**src/rtl/crsc_pkg.sv**
```systemverilog
`timescale 1ns / 1ps
// ----------------------------------------------------------------------------
// crsc_pkg: shared types and constants of the clock replacement sector cache
// Request and response beat layouts, field widths and request codes.
// ----------------------------------------------------------------------------
package crsc_pkg;

  localparam int CACHE_ENTRIES_DEF = 64;
  localparam int SECTOR_W          = 32;
  localparam int SLOT_W            = 6;
  localparam int FUNC_W            = 2;

  localparam logic [FUNC_W-1:0] FUNC_READ  = 2'd0;
  localparam logic [FUNC_W-1:0] FUNC_WRITE = 2'd1;
  localparam logic [FUNC_W-1:0] FUNC_FLUSH = 2'd2;

  typedef struct packed {
    logic [FUNC_W-1:0]   func;
    logic [SECTOR_W-1:0] sector;
  } req_t;

  typedef struct packed {
    logic                hit;
    logic [SLOT_W-1:0]   slot;
    logic                fill_needed;
    logic                writeback;
    logic [SECTOR_W-1:0] writeback_sector;
    logic                last;
  } rsp_t;

endpackage

```
**src/rtl/crsc_tag_ram.sv**
```systemverilog
`timescale 1ns / 1ps
// ----------------------------------------------------------------------------
// crsc_tag_ram: sector tag store
// One write port, one read port with registered read data.
// ----------------------------------------------------------------------------
module crsc_tag_ram #(
  parameter int ENTRIES = crsc_pkg::CACHE_ENTRIES_DEF,
  parameter int IW      = $clog2(ENTRIES)
) (
  input  logic                          clk,
  input  logic                          rd_en,
  input  logic [IW-1:0]                 rd_addr,
  output logic [crsc_pkg::SECTOR_W-1:0] rd_data,
  input  logic                          wr_en,
  input  logic [IW-1:0]                 wr_addr,
  input  logic [crsc_pkg::SECTOR_W-1:0] wr_data
);

  logic [crsc_pkg::SECTOR_W-1:0] mem [ENTRIES];

  always_ff @(posedge clk) begin
    if (wr_en) begin
      mem[wr_addr] <= wr_data;
    end
  end

  // Hold the last read word until the next read.
  always_ff @(posedge clk) begin
    if (rd_en) begin
      rd_data <= mem[rd_addr];
    end
  end

endmodule

```
**src/rtl/crsc_seq.sv**
```systemverilog
`timescale 1ns / 1ps
// ----------------------------------------------------------------------------
// crsc_seq: lookup, clock sweep and flush sequencer
// Walks the slots one at a time with a single shared tag comparator and
// keeps the per-slot valid, dirty and reference bits plus the clock hand.
// ----------------------------------------------------------------------------
module crsc_seq #(
  parameter int ENTRIES = crsc_pkg::CACHE_ENTRIES_DEF,
  parameter int IW      = $clog2(ENTRIES)
) (
  input  logic                          clk,
  input  logic                          rst,
  input  logic                          req_valid,
  output logic                          req_ready,
  input  crsc_pkg::req_t                req,
  output logic                          res_valid,
  input  logic                          res_ready,
  output crsc_pkg::rsp_t                res,
  output logic                          rd_en,
  output logic [IW-1:0]                 rd_addr,
  input  logic [crsc_pkg::SECTOR_W-1:0] rd_data,
  output logic                          wr_en,
  output logic [IW-1:0]                 wr_addr,
  output logic [crsc_pkg::SECTOR_W-1:0] wr_data
);

  typedef enum logic [2:0] {
    S_IDLE,
    S_LK_RD,
    S_LK_CMP,
    S_SWEEP,
    S_FILL,
    S_FL_CHK,
    S_FL_TAG,
    S_EMIT
  } state_t;

  localparam logic [IW-1:0] LAST_IDX = IW'(ENTRIES - 1);

  state_t                        state;
  state_t                        ret;
  logic [ENTRIES-1:0]            valid;
  logic [ENTRIES-1:0]            dirty;
  logic [ENTRIES-1:0]            refd;
  logic [IW-1:0]                 hand;
  logic [IW-1:0]                 idx;
  logic [crsc_pkg::FUNC_W-1:0]   func;
  logic [crsc_pkg::SECTOR_W-1:0] sector;
  logic                          victim_wb;
  logic                          fl_last;

  logic [IW-1:0]      idx_inc;
  logic               tag_match;
  logic               more_dirty;
  logic [ENTRIES-1:0] vd;

  assign idx_inc   = (idx == LAST_IDX) ? '0 : idx + 1'b1;
  assign tag_match = (rd_data == sector);
  assign vd        = valid & dirty;

  // Any valid dirty slot above the current one.
  always_comb begin
    more_dirty = 1'b0;
    for (int j = 0; j < ENTRIES; j++) begin
      if (j > int'(idx) && vd[j]) begin
        more_dirty = 1'b1;
      end
    end
  end

  assign req_ready = (state == S_IDLE);
  assign res_valid = (state == S_EMIT);

  always_comb begin
    rd_en = 1'b0;
    case (state)
      S_LK_RD:  rd_en = valid[idx];
      S_SWEEP:  rd_en = valid[idx] && !refd[idx] && dirty[idx];
      S_FL_CHK: rd_en = vd[idx];
      default:  rd_en = 1'b0;
    endcase
  end

  assign rd_addr = idx;
  assign wr_en   = (state == S_FILL);
  assign wr_addr = idx;
  assign wr_data = sector;

  always_ff @(posedge clk) begin
    if (rst) begin
      state     <= S_IDLE;
      ret       <= S_IDLE;
      valid     <= '0;
      dirty     <= '0;
      refd      <= '0;
      hand      <= '0;
      idx       <= '0;
      func      <= '0;
      sector    <= '0;
      victim_wb <= 1'b0;
      fl_last   <= 1'b0;
      res       <= '0;
    end else begin
      case (state)
        S_IDLE: begin
          if (req_valid) begin
            func   <= req.func;
            sector <= req.sector;
            idx    <= '0;
            case (req.func)
              crsc_pkg::FUNC_READ,
              crsc_pkg::FUNC_WRITE: state <= S_LK_RD;
              crsc_pkg::FUNC_FLUSH: begin
                if (vd == '0) begin
                  res.hit              <= 1'b0;
                  res.slot             <= '0;
                  res.fill_needed      <= 1'b0;
                  res.writeback        <= 1'b0;
                  res.writeback_sector <= '0;
                  res.last             <= 1'b1;
                  ret                  <= S_IDLE;
                  state                <= S_EMIT;
                end else begin
                  state <= S_FL_CHK;
                end
              end
              default: state <= S_IDLE;
            endcase
          end
        end

        S_LK_RD: begin
          if (valid[idx]) begin
            state <= S_LK_CMP;
          end else if (idx == LAST_IDX) begin
            idx   <= hand;
            state <= S_SWEEP;
          end else begin
            idx <= idx_inc;
          end
        end

        S_LK_CMP: begin
          if (tag_match) begin
            refd[idx] <= 1'b1;
            if (func == crsc_pkg::FUNC_WRITE) begin
              dirty[idx] <= 1'b1;
            end
            res.hit              <= 1'b1;
            res.slot             <= crsc_pkg::SLOT_W'(idx);
            res.fill_needed      <= 1'b0;
            res.writeback        <= 1'b0;
            res.writeback_sector <= '0;
            res.last             <= 1'b1;
            ret                  <= S_IDLE;
            state                <= S_EMIT;
          end else if (idx == LAST_IDX) begin
            idx   <= hand;
            state <= S_SWEEP;
          end else begin
            idx   <= idx_inc;
            state <= S_LK_RD;
          end
        end

        // Give referenced slots a second chance; stop on an invalid or
        // unreferenced one.
        S_SWEEP: begin
          if (!valid[idx] || !refd[idx]) begin
            victim_wb <= valid[idx] && dirty[idx];
            hand      <= idx_inc;
            state     <= S_FILL;
          end else begin
            refd[idx] <= 1'b0;
            idx       <= idx_inc;
          end
        end

        S_FILL: begin
          valid[idx]           <= 1'b1;
          refd[idx]            <= 1'b1;
          dirty[idx]           <= (func == crsc_pkg::FUNC_WRITE);
          res.hit              <= 1'b0;
          res.slot             <= crsc_pkg::SLOT_W'(idx);
          res.fill_needed      <= 1'b1;
          res.writeback        <= victim_wb;
          res.writeback_sector <= victim_wb ? rd_data : '0;
          res.last             <= 1'b1;
          ret                  <= S_IDLE;
          state                <= S_EMIT;
        end

        S_FL_CHK: begin
          if (vd[idx]) begin
            fl_last <= !more_dirty;
            state   <= S_FL_TAG;
          end else if (idx == LAST_IDX) begin
            state <= S_IDLE;
          end else begin
            idx <= idx_inc;
          end
        end

        S_FL_TAG: begin
          dirty[idx]           <= 1'b0;
          res.hit              <= 1'b0;
          res.slot             <= crsc_pkg::SLOT_W'(idx);
          res.fill_needed      <= 1'b0;
          res.writeback        <= 1'b1;
          res.writeback_sector <= rd_data;
          res.last             <= fl_last;
          if (fl_last) begin
            ret <= S_IDLE;
          end else begin
            idx <= idx_inc;
            ret <= S_FL_CHK;
          end
          state <= S_EMIT;
        end

        S_EMIT: begin
          if (res_ready) begin
            state <= ret;
          end
        end

        default: state <= S_IDLE;
      endcase
    end
  end

endmodule

```
**src/rtl/clock_replacement_sector_cache.sv**
```systemverilog
`timescale 1ns / 1ps
// ----------------------------------------------------------------------------
// clock_replacement_sector_cache: second-chance write-back sector cache
// Tag and policy controller of a fully associative sector cache with a
// persistent clock hand, dirty write-back reporting and flush-all.
// ----------------------------------------------------------------------------
//
//   channel   direction   handshake              beat type
//   --------  ----------  ---------------------  ----------------
//   req       in          req_valid / req_ready  crsc_pkg::req_t
//   rsp       out         rsp_valid / rsp_ready  crsc_pkg::rsp_t
//
// Operation: a read or write walks the tag store one slot at a time through a
// single comparator, reading and then comparing each valid slot and skipping
// each invalid one. A miss adds the clock sweep and the fill. A flush walks
// the slots and reports each valid dirty one for write-back.
// Each result beat passes through the output register on its way to rsp.
// Reset (rst, synchronous) clears every valid, dirty and reference bit and
// the hand at once; no clearing pass is needed. A stalled rsp holds its beat
// in the output register while the sequencer finishes the next beat or
// accepts the next request.
// ----------------------------------------------------------------------------
module clock_replacement_sector_cache #(
  parameter int CACHE_ENTRIES = crsc_pkg::CACHE_ENTRIES_DEF
) (
  input  logic           clk,
  input  logic           rst,
  input  logic           req_valid,
  output logic           req_ready,
  input  crsc_pkg::req_t req,
  output logic           rsp_valid,
  input  logic           rsp_ready,
  output crsc_pkg::rsp_t rsp
);

  localparam int IW = $clog2(CACHE_ENTRIES);

  logic                          res_valid;
  logic                          res_ready;
  crsc_pkg::rsp_t                res;
  logic                          rd_en;
  logic [IW-1:0]                 rd_addr;
  logic [crsc_pkg::SECTOR_W-1:0] rd_data;
  logic                          wr_en;
  logic [IW-1:0]                 wr_addr;
  logic [crsc_pkg::SECTOR_W-1:0] wr_data;

  crsc_tag_ram #(
    .ENTRIES (CACHE_ENTRIES),
    .IW      (IW)
  ) u_tag_ram (
    .clk     (clk),
    .rd_en   (rd_en),
    .rd_addr (rd_addr),
    .rd_data (rd_data),
    .wr_en   (wr_en),
    .wr_addr (wr_addr),
    .wr_data (wr_data)
  );

  crsc_seq #(
    .ENTRIES (CACHE_ENTRIES),
    .IW      (IW)
  ) u_seq (
    .clk       (clk),
    .rst       (rst),
    .req_valid (req_valid),
    .req_ready (req_ready),
    .req       (req),
    .res_valid (res_valid),
    .res_ready (res_ready),
    .res       (res),
    .rd_en     (rd_en),
    .rd_addr   (rd_addr),
    .rd_data   (rd_data),
    .wr_en     (wr_en),
    .wr_addr   (wr_addr),
    .wr_data   (wr_data)
  );

  // Output register: take a new beat whenever the slot is empty or drains.
  assign res_ready = !rsp_valid || rsp_ready;

  always_ff @(posedge clk) begin
    if (rst) begin
      rsp_valid <= 1'b0;
    end else if (res_ready) begin
      rsp_valid <= res_valid;
    end
  end

  always_ff @(posedge clk) begin
    if (res_ready && res_valid) begin
      rsp <= res;
    end
  end

endmodule
```
**config.mk**
```make
export PLATFORM = sky130hd
export DESIGN_NAME = clock_replacement_sector_cache
export DESIGN_NICKNAME = d
export VERILOG_FILES = /design/src/rtl/crsc_pkg.sv /design/src/rtl/crsc_tag_ram.sv /design/src/rtl/crsc_seq.sv /design/src/rtl/clock_replacement_sector_cache.sv
export SDC_FILE = /design/constraint.sdc
export NUM_CORES = 2
export LEC_CHECK = 0
export BUFFER_PORTS_ARGS = -buffer_cell sky130_fd_sc_hd__buf_2
export CELL_PAD_IN_SITES_DETAIL_PLACEMENT = 1
export CELL_PAD_IN_SITES_GLOBAL_PLACEMENT = 2
export CORE_UTILIZATION = 45
export CTS_BUF_LIST = sky130_fd_sc_hd__clkbuf_4 sky130_fd_sc_hd__clkbuf_8
export CTS_CLUSTER_DIAMETER = 60
export DETAILED_ROUTE_END_ITERATION = 12
export HOLD_SLACK_MARGIN = 0.08
export PLACE_DENSITY = 0.75
export SLEW_MARGIN = 40
export SYNTH_ARGS = -nofsm -noshare
export SYNTH_HDL_FRONTEND = slang
export SYNTH_SLANG_ARGS = --single-unit
export TNS_END_PERCENT = 5
```
**constraint.sdc**
```tcl
create_clock -name clk -period 12 [get_ports clk]
set_clock_uncertainty 0.2 [all_clocks]
set_input_delay 0.6 -clock clk [delete_from_list [all_inputs] [get_ports clk]]
set_output_delay 0.6 -clock clk [all_outputs]
set_load 0.005 [all_outputs]
```
Yosys cells after proc, flatten, opt, wreduce, memory -nomap -nowiden
Memory sizes are Yosys's and may differ from the RTL's. A register that Yosys moved wholly into a read port is not among the register bits. Index checks and enable logic that the tools add are counted.

Bits in registers: 331. RAM bits: 2048. Input port bits: 38. Output and inout port bits: 44. Word-level logic and storage cells: 333. Memories: 1.

Memory list: u_tag_ram.mem (depth 64, bits a word 32, rd ports 1, clocked after Yosys merged registers in 1, write ports 1, RTL line crsc_tag_ram.sv:19) `logic [crsc_pkg::SECTOR_W-1:0] mem [ENTRIES];`.

Add/sub/neg operators: 1. Order comparisons: 65. Equality and inequality tests: 27. Muxes and demuxes: 117. Bitwise gates (word level): 7. Reductions and logical operators: 91.

Operator list (number): case mux 64 bit (3 select lines) (2); 2-to-1 mux 64 bit (4); AND 64 bit (3); > comparator 6 bit, first input constant (32); bitwise OR 64 bit (3); 2-to-1 mux 42 bit (4); case mux 42 bit (4 select lines) (1); > comparator 5 x 6 -> 1 bit, first input constant (16); 2-to-1 mux 1 bit (70); logical AND 1 bit (68); bitwise mux 64 bit (1); zero test 64 bit (1); NOT 64 bit (1); 2-to-1 mux 6 bit (9); > comparator 4 x 6 -> 1 bit, first input constant (8); 2-to-1 mux 3 bit (13); case mux 6 bit (6 select lines) (1); equality test 32 bit (1); 2-to-1 mux 32 bit (1); binary-select mux 1 bit (select 6 bit) (4); > comparator 3 x 6 -> 1 bit, first input constant (4); case mux 3 bit (7 select lines) (1); inequality test 2 bit, second input constant (7); equality test 3 bit, second input constant (4); 29 further kinds (49).

Depth between registers and ports, before layout
Depth after elaboration: 66. Depth in mapped cells: 17.

By module
From an unflattened synthesis, not the netlist that was laid out.

Cell total of the unflattened synthesis: 5497. Area total of the unflattened synthesis: 95723.1 µm².

Modules (own cells, without submodules): crsc_tag_ram (instances 1, cells each 3511, area an instance 79359.9 µm², sequential area each 62459.9 µm²); crsc_seq (instances 1, cells each 1939, area an instance 15046.9 µm², sequential area each 5725.5 µm²); clock_replacement_sector_cache (instances 1, cells each 47, area an instance 1316.3 µm², sequential area each 1281.2 µm²).

Worst setup path before layout
OpenSTA, ideal clock, no wires.

Kind: register to register. From: register u_seq.idx[1], in the netlist u_seq.rd_addr[1]. To: memory u_tag_ram.mem[13][0] in the netlist's numbering (enable). Data arrival time: 3.562 ns. Slack: 7.815 ns. Stages on the path, launching flop included: 12. Path buffers: 7. Period minus slack after synthesis: 4.185 ns. Path through: dfxtp_1 -> buf_4 -> buf_6 -> buf_6 -> nand2b_1 -> nor2_1 -> buf_2 -> buf_2 -> buf_2 -> buf_1 -> nand2_1 -> nor2_1.

RTL lines: from (decl) (RTL line crsc_seq.sv:46) `logic [IW-1:0] idx;`; from (signal assigned) (RTL line crsc_seq.sv:136) `idx <= hand;`; from (signal assigned) (RTL line crsc_seq.sv:139) `idx <= idx_inc;`; from (signal assigned) (RTL line crsc_seq.sv:158) `idx <= hand;`; to (decl) (RTL line crsc_tag_ram.sv:19).

No word-level cell before the write port.

Final worst setup path
From: register u_seq.idx[2], in the netlist u_seq.rd_addr[2]. To: register u_tag_ram.rd_data[30] in the netlist's numbering, read port of u_tag_ram.mem (data pin).

Longest elaborated chain between the ends: 6. Elaborated cells between the ends (all ways): 12.

RTL lines: binary-select mux 1 bit (select 6 bit) (RTL line crsc_seq.sv:78) `S_SWEEP: rd_en = valid[idx] && !refd[idx] && dirty[idx];`; 2-to-1 mux 1 bit (not written as such) (RTL line crsc_seq.sv:78); zero test 1 bit (RTL line crsc_seq.sv:78); logical AND 1 bit (2 in series) (RTL line crsc_seq.sv:78); case mux 1 bit (3 select lines) (RTL line crsc_seq.sv:76) `case (state)`; to (decl) (RTL line crsc_tag_ram.sv:13) `output logic [crsc_pkg::SECTOR_W-1:0] rd_data,`.

Several ways; a longest one is shown, not always the timed one. The select of a mux whose other input is x is not followed. A chain may end at the register's enable or synchronous reset.

==> results.ini <==
[placement]
io_buffer_count = 81
dp_hpwl_mm = 186
place_inst = 8591
preCtsSetupSlack_ns = 5.98
routabilityCongestion = 0.993

[global_routing]
grt_pass1_wl_mm = 484
grt_start_max_net_pins = 114
antenna_found_initial = 12
track_usage = 0.327
grt_pass1_vias = 63400
grt_overflow = 0

[clocking]
cts_num_sinks = 2409
h-tree-depth = 5
cts_root_buffer = clkbuf_8
clk_path_buf_depth = 4
cts_tree = yes
clk_latency_ns = 1.12
clk_pin_slew_ns = 0.06
numCtsBuffers = 404

[synth]
synthArstFlopShare = 0
ys_types = 86
synthDominantCellAreaShare = 0.687
synth_edf_count = 2122
yosys.area_share.simple = 0.0556
synth_mux_area_frac = 0.0343
synth_common_cells = edfxtp_1, a22oi_1, nor2_1
synth_cells = 6088
synth.most_common_cell = edfxtp_1
ys.flop_type = edfxtp_1
synth_top_family_by_area = compound AO/OA/AOI/OAI gates
syn_nets = 6130
synth_xor_area_frac = 0.00330
synth_top_cell_by_area = edfxtp_1
postSynthAreaPerCell_um2 = 15.2
yosys.area_share.adder = 0.000647
syn_area_mm2 = 0.0928
synth_compound_area_frac = 0.134
synthTopCellsByArea = edfxtp_1, dfxtp_1, a22oi_1
synth-seq-cells = 2409
seq_area_frac_synth = 0.748
ys.warnings.count = 0

[critical_path]
cp-startpoint = u_seq.rd_addr[2]
end_kind = flop
critPathLaunchType = flop
crit_type = flop to flop
critical_path_cell_count = 11
required_ns = 12.62
path_cells = buf_4 > nor3b_2 > buf_4 > buf_4 > buf_4 > a22oi_1 > nand4_1 > o21ai_0 > o21ai_0 > nor2_1 > a31oi_1
critPathMaxFanout = 55
crit_family = buffers and inverters
rr_startpoint = u_seq.rd_addr[2]
crit_path_frequent_cell = buf_4
crit_slowest_cell = dfxtp_4
ff2ff_path_depth = 11
crit_arrival_ns = 6.78
cpPeakStageDelay_ns = 0.86
cp_num_buf_inv = 4

[drt]
viasPerCell = 6.69
drc = 0
routedWlPerCell_um = 36.9
firstDrtPassIters = 5
drt_iter0_markers = 8780
routed_wl_mm = 347
vias = 63000
postRouteAntennaNets = 0

[floorplan]
chipHeight_um = 456
start_util = 0.453
rows = 166
ioPinCount = 82
fp.dieW_um = 456
core_mm2 = 0.205
die_area_mm2 = 0.208

[power]
power_density_mw_per_mm2 = 189
p_leak_nw = 33.5
finalPower_mw = 20.0
power.ir.vdd_worst_mv = 0.106

[sta]
worst_slew_pin_slew_ns = 0.938
finalMaxSlewViolations = 0
setup_tns_ns = 0
fin_ws_ns = 5.84
finalHoldViolCount = 0
finalCritPeriodShare = 0.513
fmax_mhz = 162
relSlewSlack = 0.369
grt_setup_unrepaired = no
fin_crit_ns = 6.16
finalSetupViolations = 0

[layout]
final_cells = 9414
drive_gt1_frac = 0.183
area_growth_pct = 14.3
layout.nets = 6485
fill_cells = 19500
multi_input_area_mm2 = 0.0219
register_area_mm2 = 0.0695

[run]
max_cap_viol_count = 0

[min_path]
whs_path_depth = 0
hold_path.class = flop to flop
hp-start = u_seq.res[40]

[run_status]
status = finished, final reports clean

-- through the flow --
stage               instance area, um2  hold WS [ns]   util
CTS                             106000         0.211  0.517
floorplan                        92800         0.208      -
detailed placement               97000         0.219  0.474
global placement                 96800         0.214  0.473
finish                          106000         0.220  0.518
global route                    106000         0.229  0.518
-- timing repair --
item	in CTS	in global routing
hold buffers	128	0
resized for setup	0	0
buffers inserted	0	0
hold endpoints to repair	130	0
-- path summary, 6_finish.rpt --
path	endpoint	slack, ns
setup / recovery	u_tag_ram.rd_data[30]	5.84
hold / removal	rsp[40]	0.22
setup reg to reg	u_tag_ram.rd_data[30]	5.84
hold reg to reg	rsp[40]	0.22
-- worst register-to-register path, cell delays in order, from the launching register on --
cell and delay (ns):
dfxtp_4 0.86, buf_4 0.79, nor3b_2 0.34, buf_4 0.46, buf_4 0.76, buf_4 0.66
a22oi_1 0.18, nand4_1 0.15, o21ai_0 0.09, o21ai_0 0.58, nor2_1 0.31, a31oi_1 0.55
-- state kept, by name (all words and copies together), names as in the netlist, named ones only --
signal	count
u_seq.fl_last	1
u_seq.res	42
rsp_valid	1
u_seq.state	3
u_seq.valid	64
u_seq.victim_wb	1
rsp	42
u_tag_ram.rd_data	32
u_seq.wr_data	32
u_seq.rd_addr	6
u_tag_ram.mem	2048
u_seq.hand	6
u_seq.dirty	64
u_seq.ret	1
u_seq.func	2
-- layout by cell type, fill, tap and decap left out, drive strengths merged, types with 36 or more instances in the layout --
cell / instances
edfxtp: 2122
clkbuf: 565
a22oi: 452
nor2: 439
a21oi: 347
buf: 299
nand2: 289
dfxtp: 287
a221oi: 278
o21ai: 199
nand4: 146
a22o: 144
dlygate4sd3: 128
mux2: 119
clkinv: 104
mux2i: 103
nand3: 95
a31oi: 64
o22ai: 45
nor3: 43
mux4: 36
-- final cells by class --
type                    instances  share of cell area
flip-flops and latches       2409               0.655
clock inverters               118             0.00658
diodes                          6            0.000141
repair buffers                427              0.0343
multi-input cells            3186               0.206
well taps                    2688              0.0317
clock buffers                 565              0.0651
inverters                      15            0.000554
-- report_power, final --
part           leakage (nW)  switching (mW)  internal, mW
sequential             21.9          0.0912          9.51
clock                  4.04            3.28          3.82
combinational          7.59            2.48         0.862
-- logic make-up (layout without fill, tap and decap cells) --
logic type               after synthesis  after routing
buffers and inverters                493           1125
flip-flops                          2409           2409
other                                  0              6
AND/OR/NAND/NOR                     1132           1132
multiplexers                         258            258
adder cells (fa/ha/maj)                5              5
AO/OA/AOI/OAI                       1756           1756
XOR/XNOR                              35             35
-- per-layer routing --
metal,part of all wire,GRT usage,vias to the layer above
met4,0.036,0.119,2
met5,0.000037,0,-
met2,0.46,0.520,3901
met1,0.40,0.446,33100
met3,0.098,0.0667,720
li1,-,-,25300
Power figures use the tool's default switching activity.
